### src/rtl/core/mfh_pkg.sv
// shared types and constants for the mqtt fixed-header framer
// used by mfh_step and mqtt_fixed_header_framer; no dependencies
package mfh_pkg;

  // widths of the frame fields
  localparam int BYTE_W    = 8;
  localparam int LEN_W     = 28;
  localparam int SEEN_W    = 3;
  localparam int TIMEOUT_W = 16;

  // length bytes allowed before the field counts as too long
  localparam int MAX_LENGTH_BYTES = 4;

  // timeout register value after reset, in milliseconds
  localparam logic [TIMEOUT_W-1:0] TIMEOUT_RESET = 16'd3000;

  // request codes on the input channel
  localparam logic REQ_BYTE = 1'b0;
  localparam logic REQ_TICK = 1'b1;

  typedef enum logic [1:0] {
    PH_IDLE,
    PH_LEN,
    PH_BODY
  } phase_t;

  typedef enum logic [1:0] {
    KIND_NONE,
    KIND_HEADER,
    KIND_LEN,
    KIND_BODY
  } kind_t;

  typedef enum logic [1:0] {
    ST_OK,
    ST_LEN_ERR,
    ST_TIMEOUT
  } status_t;

  // framer state carried from one transfer to the next
  typedef struct packed {
    phase_t                phase;
    logic [BYTE_W-1:0]     header;
    logic [LEN_W-1:0]      accum;
    logic [SEEN_W-1:0]     seen;
    logic [LEN_W-1:0]      body_left;
    logic [TIMEOUT_W-1:0]  elapsed;
  } frm_state_t;

  // one result item
  typedef struct packed {
    logic [BYTE_W-1:0]  data;
    kind_t              kind;
    logic               last;
    logic [BYTE_W-1:0]  header;
    logic [LEN_W-1:0]   len;
    status_t            status;
  } frm_result_t;

endpackage

### src/rtl/core/mfh_step.sv
// next-state and result logic of the framer for one input transfer
// depends on mfh_pkg
module mfh_step
  import mfh_pkg::*;
(
  input  frm_state_t            cur,
  input  logic                  req_type,
  input  logic [BYTE_W-1:0]     data_byte,
  input  logic [TIMEOUT_W-1:0]  timeout_ms,
  output frm_state_t            nxt,
  output frm_result_t           res,
  output logic                  res_valid
);

  logic [TIMEOUT_W-1:0] limit;
  logic [TIMEOUT_W-1:0] elapsed_inc;
  logic [LEN_W-1:0]     len_group;
  logic [LEN_W-1:0]     accum_new;
  logic [SEEN_W-1:0]    seen_new;
  logic [LEN_W-1:0]     body_dec;

  // zero timeout behaves like one
  assign limit = (timeout_ms == '0) ? TIMEOUT_W'(1) : timeout_ms;

  // saturating millisecond count
  assign elapsed_inc = (cur.elapsed != '1) ? cur.elapsed + TIMEOUT_W'(1) : cur.elapsed;

  // place the 7-bit length group by its position
  always_comb begin
    case (cur.seen[1:0])
      2'd0:    len_group = LEN_W'(data_byte[6:0]);
      2'd1:    len_group = LEN_W'(data_byte[6:0]) << 7;
      2'd2:    len_group = LEN_W'(data_byte[6:0]) << 14;
      default: len_group = LEN_W'(data_byte[6:0]) << 21;
    endcase
  end

  assign accum_new = cur.accum + len_group;
  assign seen_new  = cur.seen + SEEN_W'(1);
  assign body_dec  = (cur.body_left != '0) ? cur.body_left - LEN_W'(1) : cur.body_left;

  // per-transfer decision
  always_comb begin
    nxt        = cur;
    res.data   = data_byte;
    res.kind   = KIND_NONE;
    res.last   = 1'b0;
    res.header = cur.header;
    res.len    = cur.accum;
    res.status = ST_OK;
    res_valid  = 1'b0;

    if (req_type == REQ_TICK) begin
      // tick ages an open frame, idle ticks do nothing
      if (cur.phase != PH_IDLE) begin
        nxt.elapsed = elapsed_inc;
        if (elapsed_inc >= limit) begin
          res_valid     = 1'b1;
          res.data      = '0;
          res.status    = ST_TIMEOUT;
          nxt.phase     = PH_IDLE;
          nxt.elapsed   = '0;
          nxt.body_left = '0;
        end
      end
    end else begin
      res_valid = 1'b1;
      case (cur.phase)
        PH_IDLE: begin
          nxt.phase     = PH_LEN;
          nxt.header    = data_byte;
          nxt.accum     = '0;
          nxt.seen      = '0;
          nxt.body_left = '0;
          nxt.elapsed   = '0;
          res.kind      = KIND_HEADER;
          res.header    = data_byte;
          res.len       = '0;
        end
        PH_LEN: begin
          nxt.accum = accum_new;
          nxt.seen  = seen_new;
          res.kind  = KIND_LEN;
          res.len   = accum_new;
          if (!data_byte[7]) begin
            if (accum_new == '0) begin
              // zero-length frame ends on its last length byte
              nxt.phase   = PH_IDLE;
              nxt.elapsed = '0;
              res.last    = 1'b1;
            end else begin
              nxt.body_left = accum_new;
              nxt.phase     = PH_BODY;
            end
          end else if (seen_new >= SEEN_W'(MAX_LENGTH_BYTES)) begin
            // continuation past the last allowed length byte
            res.status  = ST_LEN_ERR;
            nxt.phase   = PH_IDLE;
            nxt.elapsed = '0;
          end
        end
        PH_BODY: begin
          nxt.body_left = body_dec;
          res.kind      = KIND_BODY;
          if (body_dec == '0) begin
            nxt.phase   = PH_IDLE;
            nxt.elapsed = '0;
            res.last    = 1'b1;
          end
        end
        default: begin
          res_valid = 1'b0;
          nxt.phase = PH_IDLE;
        end
      endcase
    end
  end

endmodule

### src/rtl/core/mqtt_fixed_header_framer.sv
// top level of the mqtt fixed-header framer
// depends on mfh_pkg and mfh_step
//
// usage:
//   input channel (in_valid/in_ready) carries req_type and data_byte: a received
//   byte or a one millisecond tick. every byte gives one result on the output
//   channel (out_valid/out_ready), tagged header, length or body, with
//   frame_last on the byte that completes a frame. a tick gives a result only
//   when it times out an open frame (byte_kind none, status timeout).
//   a fourth length byte that still announces another answers with status
//   length error and drops the frame.
//   the configuration channel (cfg_valid/cfg_ready/cfg_data) writes the
//   timeout in milliseconds; write it only while the block is idle.
// registering and throughput:
//   a result is registered and appears in the cycle after its input transfer.
//   one transfer per cycle is sustained while out_ready stays high, set by the
//   single register stage of frame state and the output register.
// reset and stall:
//   rst (synchronous) returns to idle with the timeout at 3000 ms and no
//   result pending. while a result waits on out_ready, a new input is taken
//   only in the cycle that the waiting result is transferred.
module mqtt_fixed_header_framer
  import mfh_pkg::*;
(
  input  logic                  clk,
  input  logic                  rst,
  input  logic                  cfg_valid,
  output logic                  cfg_ready,
  input  logic [TIMEOUT_W-1:0]  cfg_data,
  input  logic                  in_valid,
  output logic                  in_ready,
  input  logic                  req_type,
  input  logic [BYTE_W-1:0]     data_byte,
  output logic                  out_valid,
  input  logic                  out_ready,
  output logic [BYTE_W-1:0]     byte_out,
  output logic [1:0]            byte_kind,
  output logic                  frame_last,
  output logic [3:0]            packet_type,
  output logic [3:0]            header_flags,
  output logic [LEN_W-1:0]      remaining_length,
  output logic [1:0]            status
);

  logic [TIMEOUT_W-1:0] timeout_ms;
  frm_state_t           state;
  frm_state_t           state_next;
  frm_result_t          result;
  frm_result_t          result_next;
  logic                 result_next_valid;
  logic                 in_xfer;

  assign cfg_ready = 1'b1;
  assign in_ready  = !out_valid || out_ready;
  assign in_xfer   = in_valid && in_ready;

  // timeout register
  always_ff @(posedge clk) begin
    if (rst) begin
      timeout_ms <= TIMEOUT_RESET;
    end else if (cfg_valid && cfg_ready) begin
      timeout_ms <= cfg_data;
    end
  end

  mfh_step u_step (
    .cur        (state),
    .req_type   (req_type),
    .data_byte  (data_byte),
    .timeout_ms (timeout_ms),
    .nxt        (state_next),
    .res        (result_next),
    .res_valid  (result_next_valid)
  );

  // frame state
  always_ff @(posedge clk) begin
    if (rst) begin
      state <= '{phase: PH_IDLE, default: '0};
    end else if (in_xfer) begin
      state <= state_next;
    end
  end

  // output register
  always_ff @(posedge clk) begin
    if (rst) begin
      out_valid <= 1'b0;
    end else if (in_xfer && result_next_valid) begin
      out_valid <= 1'b1;
    end else if (out_ready) begin
      out_valid <= 1'b0;
    end
  end

  always_ff @(posedge clk) begin
    if (in_xfer && result_next_valid) begin
      result <= result_next;
    end
  end

  assign byte_out         = result.data;
  assign byte_kind        = result.kind;
  assign frame_last       = result.last;
  assign packet_type      = result.header[7:4];
  assign header_flags     = result.header[3:0];
  assign remaining_length = result.len;
  assign status           = result.status;

  // idle frame has no running timer
  a_idle_timer_clear : assert property (@(posedge clk) disable iff (rst)
    state.phase == PH_IDLE |-> state.elapsed == '0)
    else $error("idle frame with nonzero elapsed time");

  // body phase always has bytes left
  a_body_left : assert property (@(posedge clk) disable iff (rst)
    state.phase == PH_BODY |-> state.body_left != '0)
    else $error("body phase with no bytes left");

  // a result without a byte is only a timeout
  a_none_is_timeout : assert property (@(posedge clk) disable iff (rst)
    out_valid && result.kind == KIND_NONE |-> result.status == ST_TIMEOUT)
    else $error("byteless result without timeout status");

  // frame end only on a clean length or body byte
  a_last_kind : assert property (@(posedge clk) disable iff (rst)
    out_valid && result.last |->
      result.status == ST_OK && (result.kind == KIND_LEN || result.kind == KIND_BODY))
    else $error("frame end on wrong byte kind or status");

  // length error only on a length byte, and the frame is closed
  a_len_err : assert property (@(posedge clk) disable iff (rst)
    in_xfer && result_next_valid && result_next.status == ST_LEN_ERR |=>
      state.phase == PH_IDLE && result.kind == KIND_LEN)
    else $error("length error not on a length byte or frame left open");

endmodule

### config.mk
export PLATFORM = sky130hd
export DESIGN_NAME = mqtt_fixed_header_framer
export DESIGN_NICKNAME = d
export VERILOG_FILES = /design/src/rtl/core/mfh_pkg.sv /design/src/rtl/core/mfh_step.sv /design/src/rtl/core/mqtt_fixed_header_framer.sv
export SDC_FILE = /design/constraint.sdc
export NUM_CORES = 1
export LEC_CHECK = 0
export ABC_AREA = 1
export BUFFER_PORTS_ARGS = -buffer_cell sky130_fd_sc_hd__buf_4
export CORE_MARGIN = 4
export CORE_UTILIZATION = 57
export DETAILED_ROUTE_END_ITERATION = 10
export PLACE_DENSITY = 0.88
export RECOVER_POWER = 50
export REMOVE_ABC_BUFFERS = 1
export SYNTH_ARGS = -nofsm -noshare
export SYNTH_HDL_FRONTEND = slang
export SYNTH_HIERARCHICAL = 1
export SYNTH_SLANG_ARGS = --single-unit
### constraint.sdc
create_clock -name clk -period 5.14 [get_ports clk]
set_input_delay 0 -clock clk [delete_from_list [all_inputs] [get_ports clk]]
set_output_delay 0 -clock clk [all_outputs]
set_load 0.05 [all_outputs]
# After elaboration in Yosys (flattened, before gate mapping)
# Cells that the tools add are included.
# W data, S select, Z words.
# totals
mem_bits_rw	0
wordCells	99
register_bits	151
rom_bits	0
latch_bits	0
mem_count	0
input_bits	30
# op_classes
n_shift	0
n_mux	46
magnitude_cmp	2
n_reduce_logical	20
eq_ne	12
n_div	0
bitwise	1
addsub	4
multipliers	0
# ops
operator	n
$mux W44	3
$pmux W44 S3	1
$mux W16	6
$mux W28	3
$pmux W28 S3	1
$pmux W31 S2	1
$logic_not A28 Y1	2
$pmux W28 S2	1
$mux W36	1
$mux W8	4
$add A28 B28 Y28	1
$reduce_bool A28 Y1	1
$sub A28 B1 Y28 const B	1
$mux W2	11
$add A16 B1 Y16 const B	1
$ge A16 B16 Y1	1
$logic_not A16 Y1	1
$ne A16 B16 Y1 const B	1
$pmux W2 S3	2
$reduce_and A6 Y1	2
$mux W1	11
$ne A4 B3 Y1 const B	2
$ne A3 B3 Y1 const B	2
$reduce_bool A2 Y1	3
other kinds (17)	22

# Longest topological paths before layout
# depth
ltp_word	8
mapped_depth	33
depth_no_buf	32

# Hierarchy
# The synthesis kept the hierarchy.
# by_module_without_submodules
module	area_each_um2	seq_area_each_um2	n_inst	cells_each
mfh_step	7447.1	0.0	1	1523
mqtt_fixed_header_framer	6055.8	3513.4	1	688

# Worst setup path before layout
# Ideal clock, no wire load.
# synth_timing
kind	reg2reg
startpoint	register state[0] in the netlist's numbering
endpoint	register result, in the netlist byte_kind[0], enable pin
setup_slack_ns	-0.347
stages_incl_launch_ff	22
setup_ns	0.456
required_time_ns	4.684
t_arrival_ns	5.031
path_cell_list	dfxtp_1 -> ha_1 -> nand3_1 -> nor2_1 -> nand3_1 -> nor3_4 -> nand2_1 -> nand3_1 -> nor2_1 -> nand2_1 -> xor2_1 -> ha_1 -> nand2_1 -> nor3_1 -> nand2_1 -> nand3_1 -> nand2_1 -> nor2_1 -> clkinv_1 -> o21ai_0 -> inv_1 -> nor2_1
# synth_between
elab_chain_cells	7
word_cells_on_any_way	8
classes_between	add/sub: 1; order compare: 1; eq/ne: 1; mux: 4; reduce/logical: 1
# synth_lines
element	line	text
from (decl)	mqtt_fixed_header_framer.sv:46	frm_state_t state;
from (signal assigned)	mqtt_fixed_header_framer.sv:81	state <= state_next;
$add A16 B1 Y16 / $ne A16 B16 Y1 (equally long branches)	mfh_step.sv:26	assign elapsed_inc = (cur.elapsed != '1) ? cur.elapsed + TIMEOUT_W'(1) : cur.elapsed;
$mux W16 *	mfh_step.sv:26	
$ge A16 B16 Y1 *	mfh_step.sv:57	if (elapsed_inc >= limit) begin
$mux W1 *	mfh_step.sv:57	
$mux W1 *	mfh_step.sv:55	if (cur.phase != PH_IDLE) begin
$mux W1 *	mfh_step.sv:53	if (req_type == REQ_TICK) begin
via result_next_valid	mqtt_fixed_header_framer.sv:50	logic result_next_valid;
$logic_and A1 B1 Y1 *	mqtt_fixed_header_framer.sv:97	if (in_xfer && result_next_valid) begin
to (signal assigned)	mqtt_fixed_header_framer.sv:98	result <= result_next;
to (decl)	mqtt_fixed_header_framer.sv:48	frm_result_t result;
# The timed path passes the listed nets; every way through them passes the cells marked *.
# A chain may end at the register's enable or synchronous reset.

==> run summary <==
The average cell area after synthesis was 6.11 um2. The remaining global-route overflow was 0; the number of endpoints with negative hold slack in the final report was 0. In the final design database the tool counted 2316 nets. Among all flip-flop cells after synthesis, the most frequent one is dfxtp_1.

The stage delay of the slowest cell on the critical path came out at 0.40 ns. The most used routing layer in global routing was met2. The remaining antenna violation count after routing came out at 0. nand2_1 takes more of the synthesized area than any other cell.

Counting along the longest clock path gives a buffer depth of 2. VDD sags by at most 0.197 mV. The global-route wire length before repair came out at 67800 um. In the layout the commonest cells are 623 x nand2_1, 328 x inv_1, 247 x nor2_1.

The area inside the core boundary was 23400 um2; the count of cells along the worst register-to-register path was 28. The detailed router finished its first iteration with 1620 violations. In this run the register-to-register setup slack is 0.46 ns. The category of the worst setup path capture point is a register.

The leakage power is 7.21 nW. The tools report the highest attainable clock frequency as 214 MHz. The cell with the most instances on the worst path was nand2_1.

The via-per-instance ratio is 5.65. The post-CTS clock slew at the launch and capture registers of the worst setup and hold paths was 0.08 ns; the sum of routed wire length over all layers was 42200 um. Yosys attributes the largest share of cell area to nand2_1 17%, dfxtp_1 15%, edfxtp_1 11%. Once the floorplan was initialized, standard cells occupied 57.7% of the core.

Start-to-end type of the worst setup path: register to register. The clock period could shrink to 4.68 ns. Across all layers, the routed design uses 14486 vias.

Across all hold checks on the routed design, the worst slack comes to 0.138 ns. Total non-filler cell area in the finished layout: 14500 um2. The worst hold path passes through 3 cells.

TritonCTS built the clock tree. The number of global-route vias before repair was 13173; the max-slew headroom at the worst pin was -68.7%. The tools report the endpoint of the lowest-slack register-to-register path as state[6]$_SDFFE_PP0P_. In this run the power density over the cells is 270 nW/um2. The run finished, with violations left. Global routing used 51.0% of the available met2 tracks. Slowest cell on the critical path: dfxtp_1. Multi-input gate area in the final layout: 7800 um2.

The final number of setup-violating endpoints is 0. The total instance count after detailed placement was 2489; the I/O pin count was 82. The die is 162 um tall. The finished layout holds 2563 standard cells, fillers aside.

The half-perimeter wire length after detailed placement is 29800 um, and the floorplan die area is 26200 um2. The tools report the root buffer selected by CTS as clkbuf_16. In the global route stage, overall resource usage came out at 31.7%. For this run, asynchronously set or reset flops after synthesis account for 0%.

Maximum net fanout on the critical path: 30. In the final layout, the share of cells above drive strength 1 is 6.38%. After technology mapping, the gate count stands at 2211. The floorplan has 56 rows.

The number of storage elements in the synthesis netlist is 151. CTS sink count: 151. For the pin with the worst max-slew slack, the measured transition is 2.53 ns. For the arrival time of data at the critical path endpoint, the log shows 5.05 ns. The H-tree generated during clock tree synthesis spans 4 levels.

The tools report the reg-to-reg critical path startpoint as state[0]$_SDFFE_PP0P_. The max-slew violation total from the final report came out at 146. STA classifies the critical path startpoint as a register. For the met1 usage, the log shows 43.7%. The path category of the worst min-delay check is input pin to register.

During placement, the flow inserted port buffers numbering 80. For the number of search-and-repair iterations in the first detailed-routing pass, the log shows 6. Sequential elements use 26.0% of the synthesized area. The run gives 17 as the total clock buffers created by CTS. For the setup skew after layout, the log shows 0.0161 ns. The share of the clock period used by the worst path after layout was 91.1%; the critical path data required time was 5.51 ns. The floorplan step set the die width to 162 um. Setup fix buffers added after clock tree synthesis: 0. The checks that failed: max-capacitance violations, max-slew violations.

Placement-stage cell area: 13700 um2. The area growth from synthesis to layout is 7.75%. In the global route stage, met3 resource usage came out at 4.19%. For this run, design rule violations remaining after detail routing come to 0. Flip-flop and latch area: 3510 um2. Across all setup checks in the final design, the least slack found is 0.457 ns. The mapped netlist covers 13500 um2.

Setup repair after global routing left no endpoint under its margin. Counting flops with a built-in enable in the synthesized netlist gives 49. The tools report the pin count of the biggest net entering global routing as 122. The weighted congestion reported at the end of routability-driven placement was 1.01; the utilization after layout was 62.2%.

The distinct cell type count of the synthesized netlist is 50, and the number of antenna violations at the first check in global routing is 0. The tools report the launch instance of the worst min-delay path as in_valid. At the placement stage, the worst setup path has a slack of 0.418 ns. The tools report the clock latency of the later-clocked register in the worst-skew pair as 0.44 ns. Worst hold path endpoint: state[14]$_SDFFE_PP0P_. The max-cap violation count came out at 4.

Leaving out fill and tap cells, the most frequent cell in the layout is nand2_1. In this run the biggest area consumer among cell types represents 17.3% of the synthesized area. The tools report the number of fill cells in the layout as 2262. After detailed routing, the average wire length per cell comes to 16.5 um.

The number of warnings issued by yosys is 6.
## state kept, by name, indices dropped and copies added, names as in the netlist
name              cells
byte_kind             2
byte_out              8
frame_last            1
header_flags          4
out_valid             1
packet_type           4
remaining_length     28
state                85
status                2
timeout_ms           16
## per-layer routing
layer	vias to the layer above	routed length [um]	share of wire (%)
met5	-	0	0
met4	0	1470	3.5
met3	110	4010	9.5
met2	817	19000	45
met1	6557	17700	42
li1	7002	-	-
## how the worst max path moves through the flow
stage	startpoint	endpoint	slack, ns	cells past startpoint
after CTS	state[0]$_SDFFE_PP0P_	state[5]$_SDFFE_PP0P_	0.39	29
after detailed placement	state[0]$_SDFFE_PP0P_	state[5]$_SDFFE_PP0P_	0.42	29
after floorplan	out_valid$_SDFFE_PP0P_	byte_kind[0]$_DFFE_PP_	-1.27	3
after global routing	state[0]$_SDFFE_PP0P_	state[6]$_SDFFE_PP0P_	0.09	29
after global placement	state[0]$_SDFFE_PP0P_	state[5]$_SDFFE_PP0P_	0.48	29
final	state[0]$_SDFFE_PP0P_	state[6]$_SDFFE_PP0P_	0.46	28
## Yosys cell counts, types with 19 or more instances
cell type	count
nand2_1	623
inv_1	328
nor2_1	249
nand3_1	220
a21oi_1	151
dfxtp_1	102
o21ai_0	85
ha_1	55
buf_4	50
edfxtp_1	49
xor2_1	35
clkbuf_1	32
nand4_1	29
buf_2	28
buf_6	24
nor3_1	23
a21oi_2	19
## where the power goes
part / total, mW / internal, mW / switching [mW]
clock: 1.29 / 0.657 / 0.635
combinational: 1.23 / 0.374 / 0.852
sequential: 1.41 / 1.33 / 0.0787
total: 3.92 / 2.36 / 1.57
## cell families (layout without fill, tap and decap cells)
| group | Yosys count | in the layout | share of synthesized area (%) |
|---|---|---|---|
| buffers and inverters | 474 | 506 | 16.4 |
| adder cells (fa/ha/maj) | 56 | 56 | 5.24 |
| other | 1 | 2 | 0.0278 |
| XOR/XNOR | 37 | 37 | 2.46 |
| flip-flops | 151 | 151 | 26.0 |
| AND/OR/NAND/NOR | 1213 | 1213 | 38.6 |
| AO/OA/AOI/OAI | 279 | 279 | 11.3 |
## cell type report
type | instances | share of cell area [%]
Multi-Input combinational cell | 1586 | 53.6
Sequential cell | 151 | 24.1
Inverter | 336 | 8.67
Timing Repair Buffer | 138 | 6.66
Clock buffer | 17 | 2.92
Tap cell | 319 | 2.74
Clock inverter | 15 | 1.25
Antenna cell | 1 | 0.0172
## critical path: cells and delay by family, from the launching register on
family / cells / cell delay [ns]
compound gates: 5 / 0.62
flops: 1 / 0.40
xor+xnor: 1 / 0.22
fa+ha+maj: 2 / 0.49
simple gates: 15 / 2.15
buf+inv: 5 / 0.72
## through the flow
| stage | setup TNS [ns] | power, mW |
|---|---|---|
| 2_1_floorplan | -62.24 | 2.24 |
| 3_3_place_gp | 0 | 2.58 |
| 3_5_place_dp | 0 | 2.61 |
| 4_1_cts | 0 | 3.91 |
| 5_1_grt | 0 | 4.13 |
| 6_report | 0 | 3.92 |
## what timing repair did
action                                 in CTS  in global routing
setup endpoints to repair                   0                 34
endpoints found under the hold margin      26                  0
resized for setup                           0                  4
hold buffers                               41                  0
Note: power is estimated with default switching activity, not from simulation.
